--- config.mk ---
export PLATFORM = sky130hd
export DESIGN_NAME = bounded_lsb_bit_packer_unit_flat
export DESIGN_NICKNAME = d
export VERILOG_FILES = /design/src/hw/rtl/blp_pkg.sv /design/src/hw/rtl/blp_item_if.sv /design/src/hw/rtl/blp_result_if.sv /design/src/hw/rtl/bounded_lsb_bit_packer_unit.sv /design/src/flat_wrapper.sv
export SDC_FILE = /design/constraint.sdc
export NUM_CORES = 1
export LEC_CHECK = 0
export BUFFER_PORTS_ARGS = -buffer_cell sky130_fd_sc_hd__buf_4
export CAP_MARGIN = 20
export CORE_ASPECT_RATIO = 1.25
export CORE_MARGIN = 3
export CORE_UTILIZATION = 45
export CTS_BUF_LIST = sky130_fd_sc_hd__clkbuf_4 sky130_fd_sc_hd__clkbuf_8
export DETAILED_ROUTE_END_ITERATION = 10
export GPL_ROUTABILITY_DRIVEN = 0
export HOLD_SLACK_MARGIN = 0.12
export PLACE_DENSITY_LB_ADDON = 0.08
export SYNTH_ARGS = -nofsm -noshare
export SYNTH_HDL_FRONTEND = slang
export SYNTH_SLANG_ARGS = --single-unit
--- constraint.sdc ---
create_clock -name clk_i -period 14.1 [get_ports clk_i]
set_clock_uncertainty 0.2 [all_clocks]
set_input_delay 0.705 -clock clk_i [delete_from_list [all_inputs] [get_ports clk_i]]
set_output_delay 0.705 -clock clk_i [all_outputs]
set_load 0.01 [all_outputs]
--- src/hw/rtl/blp_pkg.sv ---
`default_nettype none

package blp_pkg;

  localparam int BufferBytesDef   = 4096;
  localparam int MaxFieldWidthDef = 32;

  localparam int CfgDataW  = 16;
  localparam int CfgIdxW   = 2;
  localparam int OffsetW   = 16;
  localparam int ValueW    = 32;
  localparam int WidthW    = 6;
  localparam int IndexW    = 12;
  localparam int CountW    = 16;
  localparam int ByteW     = 8;
  localparam int MaxBytes  = 5;
  localparam int SpanW     = MaxBytes * ByteW;
  localparam int ByteCntW  = 3;

  typedef enum logic [CfgIdxW-1:0] {
    CfgStartOffset = 2'd0,
    CfgWindowLen   = 2'd1,
    CfgLengthToEnd = 2'd2
  } cfg_idx_e;

  typedef enum logic [1:0] {
    StatNone        = 2'd0,
    StatBadGeometry = 2'd1,
    StatBadWidth    = 2'd2,
    StatExhausted   = 2'd3
  } status_e;

  typedef enum logic {
    CmdWrite = 1'b0,
    CmdAlign = 1'b1
  } cmd_e;

endpackage

`default_nettype wire

--- src/hw/rtl/blp_item_if.sv ---
`default_nettype none

interface blp_item_if;
  logic                       valid;
  logic                       ready;
  logic                       command;
  logic [blp_pkg::ValueW-1:0] field_value;
  logic [blp_pkg::WidthW-1:0] field_width;

  modport source (output valid, command, field_value, field_width, input ready);
  modport sink   (input valid, command, field_value, field_width, output ready);
endinterface

`default_nettype wire

--- src/hw/rtl/blp_result_if.sv ---
`default_nettype none

interface blp_result_if;
  logic                       valid;
  logic                       ready;
  logic                       byte_write_valid;
  logic [blp_pkg::IndexW-1:0] wr_index;
  logic [blp_pkg::ByteW-1:0]  byte_data;
  logic [blp_pkg::ByteW-1:0]  byte_mask;
  logic [1:0]                 status;
  logic                       last;
  logic [blp_pkg::CountW-1:0] bits_done;
  logic [blp_pkg::CountW-1:0] bits_free;
  logic                       on_boundary;

  modport source (output valid, byte_write_valid, wr_index, byte_data, byte_mask, status,
                  last, bits_done, bits_free, on_boundary, input ready);
  modport sink   (input valid, byte_write_valid, wr_index, byte_data, byte_mask, status,
                  last, bits_done, bits_free, on_boundary, output ready);
endinterface

`default_nettype wire

--- src/hw/rtl/bounded_lsb_bit_packer_unit.sv ---
`default_nettype none

// channel   dir  payload                                            transaction
// item_i    in   command, field_value, field_width                  valid & ready
// result_o  out  byte write, status, last, counters after the item  valid & ready
// cfg       in   cfg_we_i, cfg_idx_i, cfg_data_i                    cfg_we_i high
//
// an item is checked and its bytes prepared in the cycle it is accepted, into a work register
// the work register emits one result per cycle into a free output register; 1 to 5 per item
// a new item is taken in the cycle the previous item's last result moves to the output register
// reset clears the valid flags, the position and the configuration (length_to_end set)
// a stalled output holds its register and a busy work register; no clearing pass

module bounded_lsb_bit_packer_unit #(
  parameter int BUFFER_BYTES    = blp_pkg::BufferBytesDef,
  parameter int MAX_FIELD_WIDTH = blp_pkg::MaxFieldWidthDef
) (
  input  wire                              clk_i,
  input  wire                              rst_ni,
  input  wire                              cfg_we_i,
  input  wire  [blp_pkg::CfgIdxW-1:0]      cfg_idx_i,
  input  wire  [blp_pkg::CfgDataW-1:0]     cfg_data_i,
  blp_item_if.sink                         item_i,
  blp_result_if.source                     result_o
);

  localparam int AvailBits = BUFFER_BYTES * 8;
  localparam int AvailW    = $clog2(AvailBits + 1);
  localparam int PosW      = (AvailW > blp_pkg::OffsetW) ? AvailW : blp_pkg::OffsetW;
  localparam logic [PosW-1:0] Avail = PosW'(AvailBits);

  typedef struct packed {
    logic                            wr;
    logic [blp_pkg::SpanW-1:0]       data;
    logic [blp_pkg::SpanW-1:0]       mask;
    logic [blp_pkg::IndexW-1:0]      index;
    logic [blp_pkg::ByteCntW-1:0]    cnt;
    blp_pkg::status_e                status;
    logic [blp_pkg::CountW-1:0]      written;
    logic [blp_pkg::CountW-1:0]      remaining;
    logic                            aligned;
  } work_t;

  logic [blp_pkg::OffsetW-1:0] start_q;
  logic [blp_pkg::OffsetW-1:0] window_q;
  logic                        to_end_q;
  logic [PosW-1:0]             pos_q, pos_d;

  work_t work_q, work_d;
  logic  work_vld_q;
  logic  out_vld_q;

  logic [PosW-1:0]                 start_ext, window_ext, room, limit, free_bits;
  logic                            geo_ok, width_bad, exhausted;
  logic [2:0]                      off;
  logic [2:0]                      pad_bits;
  logic [blp_pkg::WidthW-1:0]      width_eff;
  logic [blp_pkg::SpanW-1:0]       mask_lo, val_lo;
  logic [blp_pkg::WidthW:0]        span_sum;
  logic [blp_pkg::ByteCntW-1:0]    nbytes;
  logic                            accept, out_free, emit;

  assign start_ext  = PosW'(start_q);
  assign window_ext = PosW'(window_q);
  assign room       = Avail - start_ext;
  assign geo_ok     = (start_ext <= Avail) && (to_end_q || (window_ext <= room));
  assign limit      = to_end_q ? Avail : (start_ext + window_ext);
  assign free_bits  = limit - pos_q;

  assign off       = pos_q[2:0];
  assign pad_bits  = 3'd0 - off;
  assign width_eff = (item_i.command == blp_pkg::CmdAlign) ?
                     blp_pkg::WidthW'(pad_bits) : item_i.field_width;
  assign width_bad = (item_i.command == blp_pkg::CmdWrite) &&
                     (item_i.field_width > blp_pkg::WidthW'(MAX_FIELD_WIDTH));
  assign exhausted = PosW'(width_eff) > free_bits;

  assign mask_lo  = ~({blp_pkg::SpanW{1'b1}} << width_eff);
  assign val_lo   = (item_i.command == blp_pkg::CmdAlign) ? '0 :
                    (blp_pkg::SpanW'(item_i.field_value) & mask_lo);
  assign span_sum = blp_pkg::WidthW'(off) + width_eff + 7'd7;
  assign nbytes   = (width_eff == '0) ? '0 : blp_pkg::ByteCntW'(span_sum >> 3);

  assign out_free      = !out_vld_q || result_o.ready;
  assign emit          = work_vld_q && out_free;
  assign item_i.ready  = !work_vld_q || (out_free && (work_q.cnt == 3'd1));
  assign accept        = item_i.valid && item_i.ready;

  always_comb begin
    work_d = work_q;
    pos_d  = pos_q;
    if (accept) begin
      work_d.wr     = 1'b0;
      work_d.data   = '0;
      work_d.mask   = '0;
      work_d.index  = '0;
      work_d.cnt    = 3'd1;
      work_d.status = blp_pkg::StatNone;
      if (!geo_ok) begin
        work_d.status = blp_pkg::StatBadGeometry;
      end else if (width_bad) begin
        work_d.status = blp_pkg::StatBadWidth;
      end else if (exhausted) begin
        work_d.status = blp_pkg::StatExhausted;
      end else begin
        pos_d = pos_q + PosW'(width_eff);
        if (nbytes != '0) begin
          work_d.wr    = 1'b1;
          work_d.data  = val_lo << off;
          work_d.mask  = mask_lo << off;
          work_d.index = blp_pkg::IndexW'(pos_q >> 3);
          work_d.cnt   = nbytes;
        end
      end
      work_d.written   = geo_ok ? blp_pkg::CountW'(pos_d - start_ext) : '0;
      work_d.remaining = geo_ok ? blp_pkg::CountW'(limit - pos_d) : '0;
      work_d.aligned   = geo_ok && (pos_d[2:0] == 3'd0);
    end else if (emit) begin
      work_d.data  = work_q.data >> blp_pkg::ByteW;
      work_d.mask  = work_q.mask >> blp_pkg::ByteW;
      work_d.index = work_q.index + 1'b1;
      work_d.cnt   = work_q.cnt - 1'b1;
    end
  end

  always_ff @(posedge clk_i or negedge rst_ni) begin
    if (!rst_ni) begin
      start_q    <= '0;
      window_q   <= '0;
      to_end_q   <= 1'b1;
      pos_q      <= '0;
      work_vld_q <= 1'b0;
      out_vld_q  <= 1'b0;
    end else begin
      if (cfg_we_i) begin
        case (cfg_idx_i)
          blp_pkg::CfgStartOffset: begin
            start_q <= cfg_data_i;
            pos_q   <= PosW'(cfg_data_i);
          end
          blp_pkg::CfgWindowLen: begin
            window_q <= cfg_data_i;
            pos_q    <= start_ext;
          end
          blp_pkg::CfgLengthToEnd: begin
            to_end_q <= cfg_data_i[0];
            pos_q    <= start_ext;
          end
          default: begin
          end
        endcase
      end else begin
        pos_q <= pos_d;
      end
      if (accept) begin
        work_vld_q <= 1'b1;
      end else if (emit && (work_q.cnt == 3'd1)) begin
        work_vld_q <= 1'b0;
      end
      if (emit) begin
        out_vld_q <= 1'b1;
      end else if (result_o.ready) begin
        out_vld_q <= 1'b0;
      end
    end
  end

  always_ff @(posedge clk_i) begin
    work_q <= work_d;
    if (emit) begin
      result_o.byte_write_valid <= work_q.wr;
      result_o.wr_index         <= work_q.index;
      result_o.byte_data        <= work_q.data[blp_pkg::ByteW-1:0];
      result_o.byte_mask        <= work_q.mask[blp_pkg::ByteW-1:0];
      result_o.status           <= work_q.status;
      result_o.last             <= (work_q.cnt == 3'd1);
      result_o.bits_done        <= work_q.written;
      result_o.bits_free        <= work_q.remaining;
      result_o.on_boundary      <= work_q.aligned;
    end
  end

  assign result_o.valid = out_vld_q;

endmodule

`default_nettype wire

--- src/flat_wrapper.sv ---
// flat-port wrapper written by rule: the top's interface ports become plain ports
module bounded_lsb_bit_packer_unit_flat 
#(
  parameter int BUFFER_BYTES    = blp_pkg::BufferBytesDef,
  parameter int MAX_FIELD_WIDTH = blp_pkg::MaxFieldWidthDef
)
  (clk_i, rst_ni, cfg_we_i, cfg_idx_i, cfg_data_i, item_i_valid, item_i_command, item_i_field_value, item_i_field_width, item_i_ready, result_o_valid, result_o_byte_write_valid, result_o_wr_index, result_o_byte_data, result_o_byte_mask, result_o_status, result_o_last, result_o_bits_done, result_o_bits_free, result_o_on_boundary, result_o_ready);
  blp_item_if item_i_i ();
  blp_result_if result_o_i ();
  input  wire clk_i;
  input  wire rst_ni;
  input  wire cfg_we_i;
  input  wire  [blp_pkg::CfgIdxW-1:0] cfg_idx_i;
  input  wire  [blp_pkg::CfgDataW-1:0] cfg_data_i;
  input wire logic [$bits(item_i_i.valid)-1:0] item_i_valid;
  input wire logic [$bits(item_i_i.command)-1:0] item_i_command;
  input wire logic [$bits(item_i_i.field_value)-1:0] item_i_field_value;
  input wire logic [$bits(item_i_i.field_width)-1:0] item_i_field_width;
  output wire logic [$bits(item_i_i.ready)-1:0] item_i_ready;
  output wire logic [$bits(result_o_i.valid)-1:0] result_o_valid;
  output wire logic [$bits(result_o_i.byte_write_valid)-1:0] result_o_byte_write_valid;
  output wire logic [$bits(result_o_i.wr_index)-1:0] result_o_wr_index;
  output wire logic [$bits(result_o_i.byte_data)-1:0] result_o_byte_data;
  output wire logic [$bits(result_o_i.byte_mask)-1:0] result_o_byte_mask;
  output wire logic [$bits(result_o_i.status)-1:0] result_o_status;
  output wire logic [$bits(result_o_i.last)-1:0] result_o_last;
  output wire logic [$bits(result_o_i.bits_done)-1:0] result_o_bits_done;
  output wire logic [$bits(result_o_i.bits_free)-1:0] result_o_bits_free;
  output wire logic [$bits(result_o_i.on_boundary)-1:0] result_o_on_boundary;
  input wire logic [$bits(result_o_i.ready)-1:0] result_o_ready;
  assign item_i_i.valid = item_i_valid;
  assign item_i_i.command = item_i_command;
  assign item_i_i.field_value = item_i_field_value;
  assign item_i_i.field_width = item_i_field_width;
  assign item_i_ready = item_i_i.ready;
  assign result_o_valid = result_o_i.valid;
  assign result_o_byte_write_valid = result_o_i.byte_write_valid;
  assign result_o_wr_index = result_o_i.wr_index;
  assign result_o_byte_data = result_o_i.byte_data;
  assign result_o_byte_mask = result_o_i.byte_mask;
  assign result_o_status = result_o_i.status;
  assign result_o_last = result_o_i.last;
  assign result_o_bits_done = result_o_i.bits_done;
  assign result_o_bits_free = result_o_i.bits_free;
  assign result_o_on_boundary = result_o_i.on_boundary;
  assign result_o_i.ready = result_o_ready;
  bounded_lsb_bit_packer_unit #(.BUFFER_BYTES(BUFFER_BYTES), .MAX_FIELD_WIDTH(MAX_FIELD_WIDTH)) u_core (.clk_i(clk_i), .rst_ni(rst_ni), .cfg_we_i(cfg_we_i), .cfg_idx_i(cfg_idx_i), .cfg_data_i(cfg_data_i), .item_i(item_i_i), .result_o(result_o_i));
endmodule
### Yosys cells after proc, flatten, opt, wreduce, memory -nomap -nowiden

Cells that the tools add are included.

* register bits after elaboration: 247
* logic and storage cells: 99

* add/subtract/negate cells: 11
* $lt $le $gt $ge: 4
* eq/ne operators: 4
* shift operators: 3
* muxes and demuxes: 23
* bitwise operators: 4
* reduce and logical (&&, ||, !) cells: 26

Operator list (count)
* 95-bit 2-to-1 mux: 5
* 16-bit 2-to-1 mux: 7
* 96-bit 2-to-1 mux: 1
* 40-bit by 3-bit << shifter with 40-bit output: 2
* 16-bit subtractor: 3
* 32-bit by 40-bit AND with 40-bit output: 1
* 40-bit 2-to-1 mux: 1
* 40-bit inverter: 1
* 40-bit by 6-bit << shifter with 40-bit output (first input constant): 1
* 16-bit case mux with 2 select lines: 1
* 16-bit adder: 1
* 16-bit by 6-bit adder with 16-bit output: 1
* 6-bit by 16-bit > comparator with 1-bit output: 1
* 16-bit <= comparator: 1
* 16-bit <= comparator (second input constant): 1
* 16-bit subtractor (first input constant): 1
* 12-bit by 1-bit adder with 12-bit output (second input constant): 1
* 2-bit AND reduction: 4
* 2-bit nonzero test: 4
* 1-bit logical AND: 7
* 3-bit by 6-bit adder with 6-bit output: 1
* 6-bit by 3-bit adder with 6-bit output (second input constant): 1
* 6-bit > comparator (second input constant): 1
* 6-bit logical NOT: 1
* 18 further kinds: 26

### Depth between registers and ports, before layout

Gate-level depths: netlist (run 1).

* word-level depth: 12
* depth in mapped cells: 38
* mapped depth without buffers: 38

### Least setup slack after synthesis (run 1)

OpenSTA, ideal clock, no wires.

* path kind: reg2reg
* start point: register u_core.start_q, in the netlist u_core.start_ext[0]
* end point: register u_core.work_q[11] in the netlist's numbering, data pin
* library setup time: 0.266 ns
* arrival: 6.885 ns
* required time: 13.634 ns
* slack: 6.749 ns
* stages on the path, launching flop included: 37
* period minus slack after synthesis: 7.351 ns
* cell sequence: dfrtp_1 -> ha_1 -> fa_1 -> nand3_1 -> a21boi_1 -> o21ai_0 -> nand2b_1 -> a21o_1 -> a21o_1 -> a21o_1 -> a21oi_1 -> xor2_1 -> nor2_1 -> ha_1 -> or3_1 -> o22ai_1 -> nand2b_1 -> or4_1 -> a32oi_1 -> nand4_1 -> a211oi_1 -> a32o_2 -> nand2_1 -> nand2_1 -> nor2_1 -> o21ai_0 -> ha_1 -> inv_1 -> ha_1 -> a31oi_1 -> a21o_1 -> a21oi_1 -> maj3_1 -> a311o_1 -> a21oi_1 -> xor2_1 -> nor2_1

* longest elaborated chain between the ends: 9
* elaborated cells on any way between the ends: 14

Ends and longest elaborated chain
* start: declaration: line bounded_lsb_bit_packer_unit.sv:44 `logic [blp_pkg::OffsetW-1:0] start_q;`
* start signal: assignment: line bounded_lsb_bit_packer_unit.sv:138 `start_q <= cfg_data_i;`
* 16-bit adder: line bounded_lsb_bit_packer_unit.sv:67 `assign limit = to_end_q ? Avail : (start_ext + window_ext);`
* 16-bit 2-to-1 mux: line bounded_lsb_bit_packer_unit.sv:67
* 16-bit subtractor: line bounded_lsb_bit_packer_unit.sv:68 `assign free_bits = limit - pos_q;`
* 6-bit by 16-bit > comparator with 1-bit output: line bounded_lsb_bit_packer_unit.sv:76 `assign exhausted = PosW'(width_eff) > free_bits;`
* 16-bit 2-to-1 mux: line bounded_lsb_bit_packer_unit.sv:103 `end else if (exhausted) begin`
* 16-bit 2-to-1 mux: line bounded_lsb_bit_packer_unit.sv:101 `end else if (width_bad) begin`
* 16-bit 2-to-1 mux: line bounded_lsb_bit_packer_unit.sv:99 `if (!geo_ok) begin`
* 16-bit 2-to-1 mux: line bounded_lsb_bit_packer_unit.sv:92 `if (accept) begin`
* 16-bit subtractor: line bounded_lsb_bit_packer_unit.sv:116 `work_d.remaining = geo_ok ? blp_pkg::CountW'(limit - pos_d) : '0;`
* end signal: assignment: line bounded_lsb_bit_packer_unit.sv:169 `work_q <= work_d;`
* end: declaration: line bounded_lsb_bit_packer_unit.sv:49 `work_t work_q, work_d;`

Parallel ways exist; a longest one is shown, timed or not. The select of a mux whose other input is x is not followed.
A chain may end at the register's enable or synchronous reset.

### Final worst setup path (run 1)

* start point: register u_core.start_q, in the netlist u_core.start_ext[0]
* end point: register u_core.work_q[15] in the netlist's numbering, data pin

The elaborated chain is that of the path after synthesis.

==> flow_summary.ini, run 1 <==
[drt]
drt_iter0_drc = 1287
wl_per_cell_um = 21.9
final_antenna_net_count = 0
dr.pass1.iters = 6
drt_wl_total_mm = 54.3
viasPerCell = 5.98
drc = 0
vias = 14800

[global_route]
antenna_found_initial = 0
grt_usage_pct = 25.8
grt_pass1_wl_mm = 82.0
grt_pass1_vias = 14400
grt_overflow_total = 0
grt_max_degree = 91

[clocking]
cts_tree = done
ctsResizeCount = 0
hold_buffers = 3
cts_sinks = 246
cts.clk_slew.worst_paths_ns = 0.06
htree_levels = 2
cts_setup_buffers = 0
cts_buffer_depth = 3
numCtsBuffers = 43
insertion_delay_ns = 0.61
clock-root-buffer = clkbuf_8

[setup_path]
timing.rr.end = u_core.work_q[15]
required_ns = 14.17
crit_arrival_ns = 8.95
rr_startpoint = u_core.start_ext[0]
cp-startpoint = u_core.start_ext[0]
r2r_slack_ns = 5.22
cp-start-kind = flip-flop
reg2regPathDepth = 36
worstSetupEndpoint = u_core.work_q[15]
endpoint_kind = flip-flop
worstSetupPathType = flip-flop to flip-flop
worstPathMaxFanout = 8
slowest_delay_ns = 0.47
crit_path_top_delay_cell = dfrtp_1

[yosys]
synth-edff-count = 195
syn_avg_cell_area_um2 = 9.18
ys_types = 98
synthArstFlopShare_pct = 20.7
seq_area_frac_synth_pct = 41.4
synth_area_um2 = 17200
synth_nets = 2029
syn_inst = 1875
synth_flop_cell = edfxtp_1
ys_warn_count = 0
ys_seq_elements = 246

[timing]
fin_setup_tns_ns = 0
fin_crit_ns = 8.88
maxSlewHeadroom_pct = 35.4
whs_ns = 0.156
hold_viol_final = 0
rsz0062_at_grt = no
drv_slew = 0
worst_slack_ns = 5.22
max_freq_mhz = 113
worstMarginPinSlew_ns = 0.969
period_share_pct = 63.0
setup_viol = 0

[die]
ioPinCount = 129
start_util_pct = 46.0
fp.dieArea_um2 = 40700
die_h_um = 225
fp.dieW_um = 181
rows = 79
core_area_um2 = 37500

[finish]
final_cell_mix = 207 x nor2_1, 205 x nand2_1, 195 x edfxtp_1, 143 x o21ai_0, 143 x buf_4
n_fill_cell = 3498
antenna_cells = 0
final_common_cell = nor2_1
areaGrowthSynthToFinish_pct = 12.9
nets = 2115
drive_gt1_share_pct = 15.3

[min_path]
hold_class = primary input to flip-flop
holdCritStartpoint = cfg_data_i[11]

[power_and_ir_drop]
power_density_nw_per_um2 = 225
ir_worst_vdd_v = 0.0000974
leakagePower_nw = 7.78

[flow_run]
cap_violations = 0

[placed_design]
pre_cts_slack_ns = 5.49
dp_hpwl_mm = 40.2
io_buffers = 128

[outcome]
status = finished, final reports clean
[worst max-delay path: cells and delay by family, from the launching register on]
kind | cells | cell delay [ns]
AOI/OAI and AO/OA | 18 | 3.84
xor gates and xnor gates | 1 | 0.08
adders and majority gates | 6 | 1.88
buffers and inverters | 1 | 0.05
DFF | 1 | 0.47
and+or+nand+nor | 10 | 2.01
[report_power, final]
part / total, mW / switching (mW) / leakage, nW / internal [mW]
clock: 0.699 / 0.314 / 0.462 / 0.385
sequential: 1.24 / 0.156 / 2.52 / 1.08
combinational: 2.44 / 1.53 / 4.80 / 0.913
[synth_stat cells, types with 21 or more instances]
| cell type | instances | area (µm²) |
|---|---|---|
| ha_1 | 89 | 1110 |
| o21ai_0 | 145 | 726 |
| a211oi_1 | 21 | 158 |
| and3_1 | 24 | 150 |
| o211ai_1 | 27 | 203 |
| edfxtp_1 | 195 | 5860 |
| nor2_1 | 207 | 777 |
| xnor2_1 | 62 | 543 |
| a31oi_1 | 33 | 206 |
| mux2_2 | 47 | 529 |
| nand2_1 | 206 | 773 |
| xor2_1 | 29 | 254 |
| dfrtp_1 | 50 | 1250 |
| o31ai_1 | 38 | 285 |
| mux2i_1 | 40 | 400 |
| a21o_1 | 24 | 180 |
| nand2b_1 | 21 | 131 |
| nand3_1 | 54 | 270 |
| inv_1 | 74 | 278 |
| clkbuf_1 | 84 | 315 |
| nor3_1 | 41 | 205 |
| a21oi_1 | 123 | 616 |
[per-layer routing]
metal	share of wire, %	global-route usage, %	wire length [µm]
met1	37	29.3	20200
met2	52	48.0	28200
met3	5.5	2.83	2990
met4	5.3	12.9	2900
met5	0	0	0
[cell families after synthesis]
kind of cell               synth area share [%]
other                                    0.0218
AOI/OAI and AO/OA                          19.1
muxes                                      6.04
DFF                                        41.4
xor gates and xnor gates                   4.79
adders and majority gates                  7.29
buffers and inverters                      4.07
and+or+nand+nor                            17.3
[stage by stage]
step	instance area (µm²)	power, mW	instances	util [%]
floorplan	17200	2.96	1875	-
global placement	18500	3.64	2399	49.4
detailed placement	18500	3.67	2399	49.4
CTS	19400	4.39	2477	51.9
global route	19400	4.69	2477	51.9
finish	19400	4.38	2477	51.9
[sequential cells by signal, indices dropped and copies added (netlist names), 2 cells and up]
signal	count
u_core.work_q	130
u_core.pos_q	16
u_core.result_o.bits_done	16
u_core.result_o.bits_free	16
u_core.start_ext	16
u_core.window_ext	16
u_core.result_o.wr_index	12
u_core.result_o.byte_data	8
u_core.result_o.byte_mask	8
u_core.result_o.status	2
[cell type report]
class	count	area [µm²]	area share, %
well taps	486	608	3.13
inverters	77	289	1.49
flip-flops and latches	246	7140	36.7
clock buffers	51	658	3.39
clock inverters	24	230	1.18
repair buffers	146	1100	5.68
multi-input cells	1447	9410	48.4
[worst min-delay path by stage]
stage	endpoint	slack, ns	cells after the start
after global routing	u_core.window_ext[15]	0.13	2
after CTS	u_core.start_ext[11]	0.12	2
final	u_core.window_ext[11]	0.16	2
after detailed placement	u_core.result_o.bits_free[4]	0.20	0
after global placement	u_core.result_o.byte_data[6]	0.20	0
after floorplan	u_core.result_o.bits_done[0]	0.20	0
Note: power is estimated with default switching activity, not from simulation.
==> run 2: changes to the inputs <==
==> constraint.sdc (replaced) <==
create_clock -name clk_i -period 7.88 [get_ports clk_i]
set_clock_uncertainty 0.2 [all_clocks]
set_input_delay 0.394 -clock clk_i [delete_from_list [all_inputs] [get_ports clk_i]]
set_output_delay 0.394 -clock clk_i [all_outputs]
set_load 0.01 [all_outputs]
==> run 2 against run 1 <==
Setup slack worse by 4.9 ns. Critical path depth unchanged. Hold slack better by 0.044 ns. Sequential cell count unchanged. Largest power group unchanged. Critical path type unchanged. Register-to-register slack worse by 4.9 ns. Final area up 3.6%. Fmax up 18%. Via count up 1.5%. Combinational power up 91%. Cell count up 2.4%. Sequential power up 74%. Largest cell class unchanged.
==> flow_summary.ini, run 2 (synthesis results as in run 1) <==
[outcome]
status = finished, final reports clean

[power_and_ir_drop]
p_total_mw = 8.10
p_comb_share_pct = 57.6
p_clk_share_pct = 15.8
sequentialPowerShare_pct = 26.6
sw_frac_of_total_pct = 45.1
leakagePower_nw = 8.10
p_switching_mw = 3.65
p_int_mw = 4.45
ir_worst_vdd_v = 0.000194
power_density_nw_per_um2 = 403

[drt]
drc = 0
wl_per_cell_um = 21.5
drt_iter0_drc = 1170
vias = 15000
viasPerCell = 5.92
dr.pass1.iters = 5
final_antenna_net_count = 0
drt_wl_total_mm = 54.5

[timing]
whs_ns = 0.200
fin_crit_ns = 7.53
worstMarginPinSlew_ns = 1.02
drv_slew = 0
worst_slack_ns = 0.347
setup_viol = 0
hold_viol_final = 0
maxSlewHeadroom_pct = 31.9
max_freq_mhz = 133
period_share_pct = 95.6

[flow_run]
cap_violations = 0

[finish]
areaGrowthSynthToFinish_pct = 16.9
finalInstanceArea_um2 = 20100
largest_reg_flops = 130
drive_gt1_share_pct = 18.5
final_common_cell = nor2_1
final_cell_mix = 205 x nor2_1, 202 x nand2_1, 195 x edfxtp_1, 177 x buf_4, 139 x o21ai_0
stdcell_count = 2536
nets = 2170
regMostFlops = u_core.work_q

[setup_path]
worstPathMaxFanout = 4
crit_arrival_ns = 7.67
cp-startpoint = u_core.window_ext[0]
required_ns = 8.02
crit_path_top_delay_cell = or3_4
endpoint_kind = flip-flop
rr_startpoint = u_core.window_ext[0]
slowest_delay_ns = 0.42
cp-start-kind = flip-flop
r2r_slack_ns = 0.35
worstSetupPathType = flip-flop to flip-flop

[die]
fp.dieArea_um2 = 40700
start_util_pct = 46.0
core_area_um2 = 37500
die_h_um = 225
rows = 79
fp.dieW_um = 181
ioPinCount = 129

[clocking]
cts_tree = done
cts_sinks = 246
numCtsBuffers = 43
cts_buffer_depth = 3
insertion_delay_ns = 0.61
cts.clk_slew.worst_paths_ns = 0.06
htree_levels = 2
clock-root-buffer = clkbuf_8

[global_route]
grt_overflow_total = 0
grt_pass1_wl_mm = 82.7
grt_usage_pct = 25.8
grt_pass1_vias = 14700
antenna_found_initial = 0
grt_max_degree = 91

[min_path]
hold_class = primary input to flip-flop
holdCritStartpoint = cfg_idx_i[0]

[placed_design]
dp_hpwl_mm = 39.9
io_buffers = 128
dp_cells = 2425
place_area_um2 = 18700
pre_cts_slack_ns = 0.0331
-- run 2: worst paths after layout --
| kind | to | cells past startpoint |
|---|---|---|
| worst max-delay path | u_core.work_q[16] | 36 |
| worst min-delay path | u_core.to_end_q | 5 |
| worst max register to register | u_core.work_q[16] | 36 |
| worst min register to register | u_core.result_o.bits_free[4] | 0 |
| max in group asynchronous | u_core.pos_q[0] | 2 |
| min in group asynchronous | u_core.window_ext[7] | 2 |
-- run 2: layer usage --
layer / GRT usage (%) / wire, µm / up-vias
met2: 47.2 / 28000 / 576
met5: 0 / 0 / -
li1: - / - / 7167
met1: 29.4 / 20300 / 7122
met4: 13.0 / 3020 / 0
met3: 3.61 / 3170 / 159
-- run 2: per-stage QoR --
stage,setup TNS [ns],utilization [%]
2_1_floorplan,0,-
3_3_place_gp,0,50.0
3_5_place_dp,0,50.0
4_1_cts,0,53.1
5_1_grt,-0.0662,53.7
6_report,0,53.7
-- run 2: final cells by class --
type	count	area, µm²
flip-flops and latches	246	7140
diodes	1	2.50
well taps	486	608
inverters	77	289
clock inverters	17	149
multi-input cells	1447	9590
clock buffers	61	783
fillers	3461	17300
repair buffers	201	1570
-- run 2: repair_timing --
item,in CTS,in global routing
hold endpoints to repair,96,0
hold buffers,23,0
endpoints found under the setup margin,0,20
buffers inserted,0,8
resized for setup,0,41
-- run 2: power groups by stage --
| stage | sequential (mW) | clock (mW) | combinational, mW |
|---|---|---|---|
| final | 2.16 | 1.28 | 4.67 |
| after global routing | 2.19 | 1.37 | 5.13 |
| after CTS | 2.15 | 1.32 | 4.47 |
| after detailed placement | 2.18 | 0 | 4.44 |
| after global placement | 2.17 | 0 | 4.40 |
| after floorplan | 2.13 | 0 | 3.17 |
-- run 2: critical path, delay by kind of cell (launching register included) --
kind	cells	cell delay, ns
multiplexers	1	0.12
buffers and inverters	2	0.23
AND/OR/NAND/NOR	14	2.23
AO/OA/AOI/OAI	13	2.55
flip-flops	1	0.39
adder cells (fa/ha/maj)	4	1.13
XOR/XNOR	2	0.41
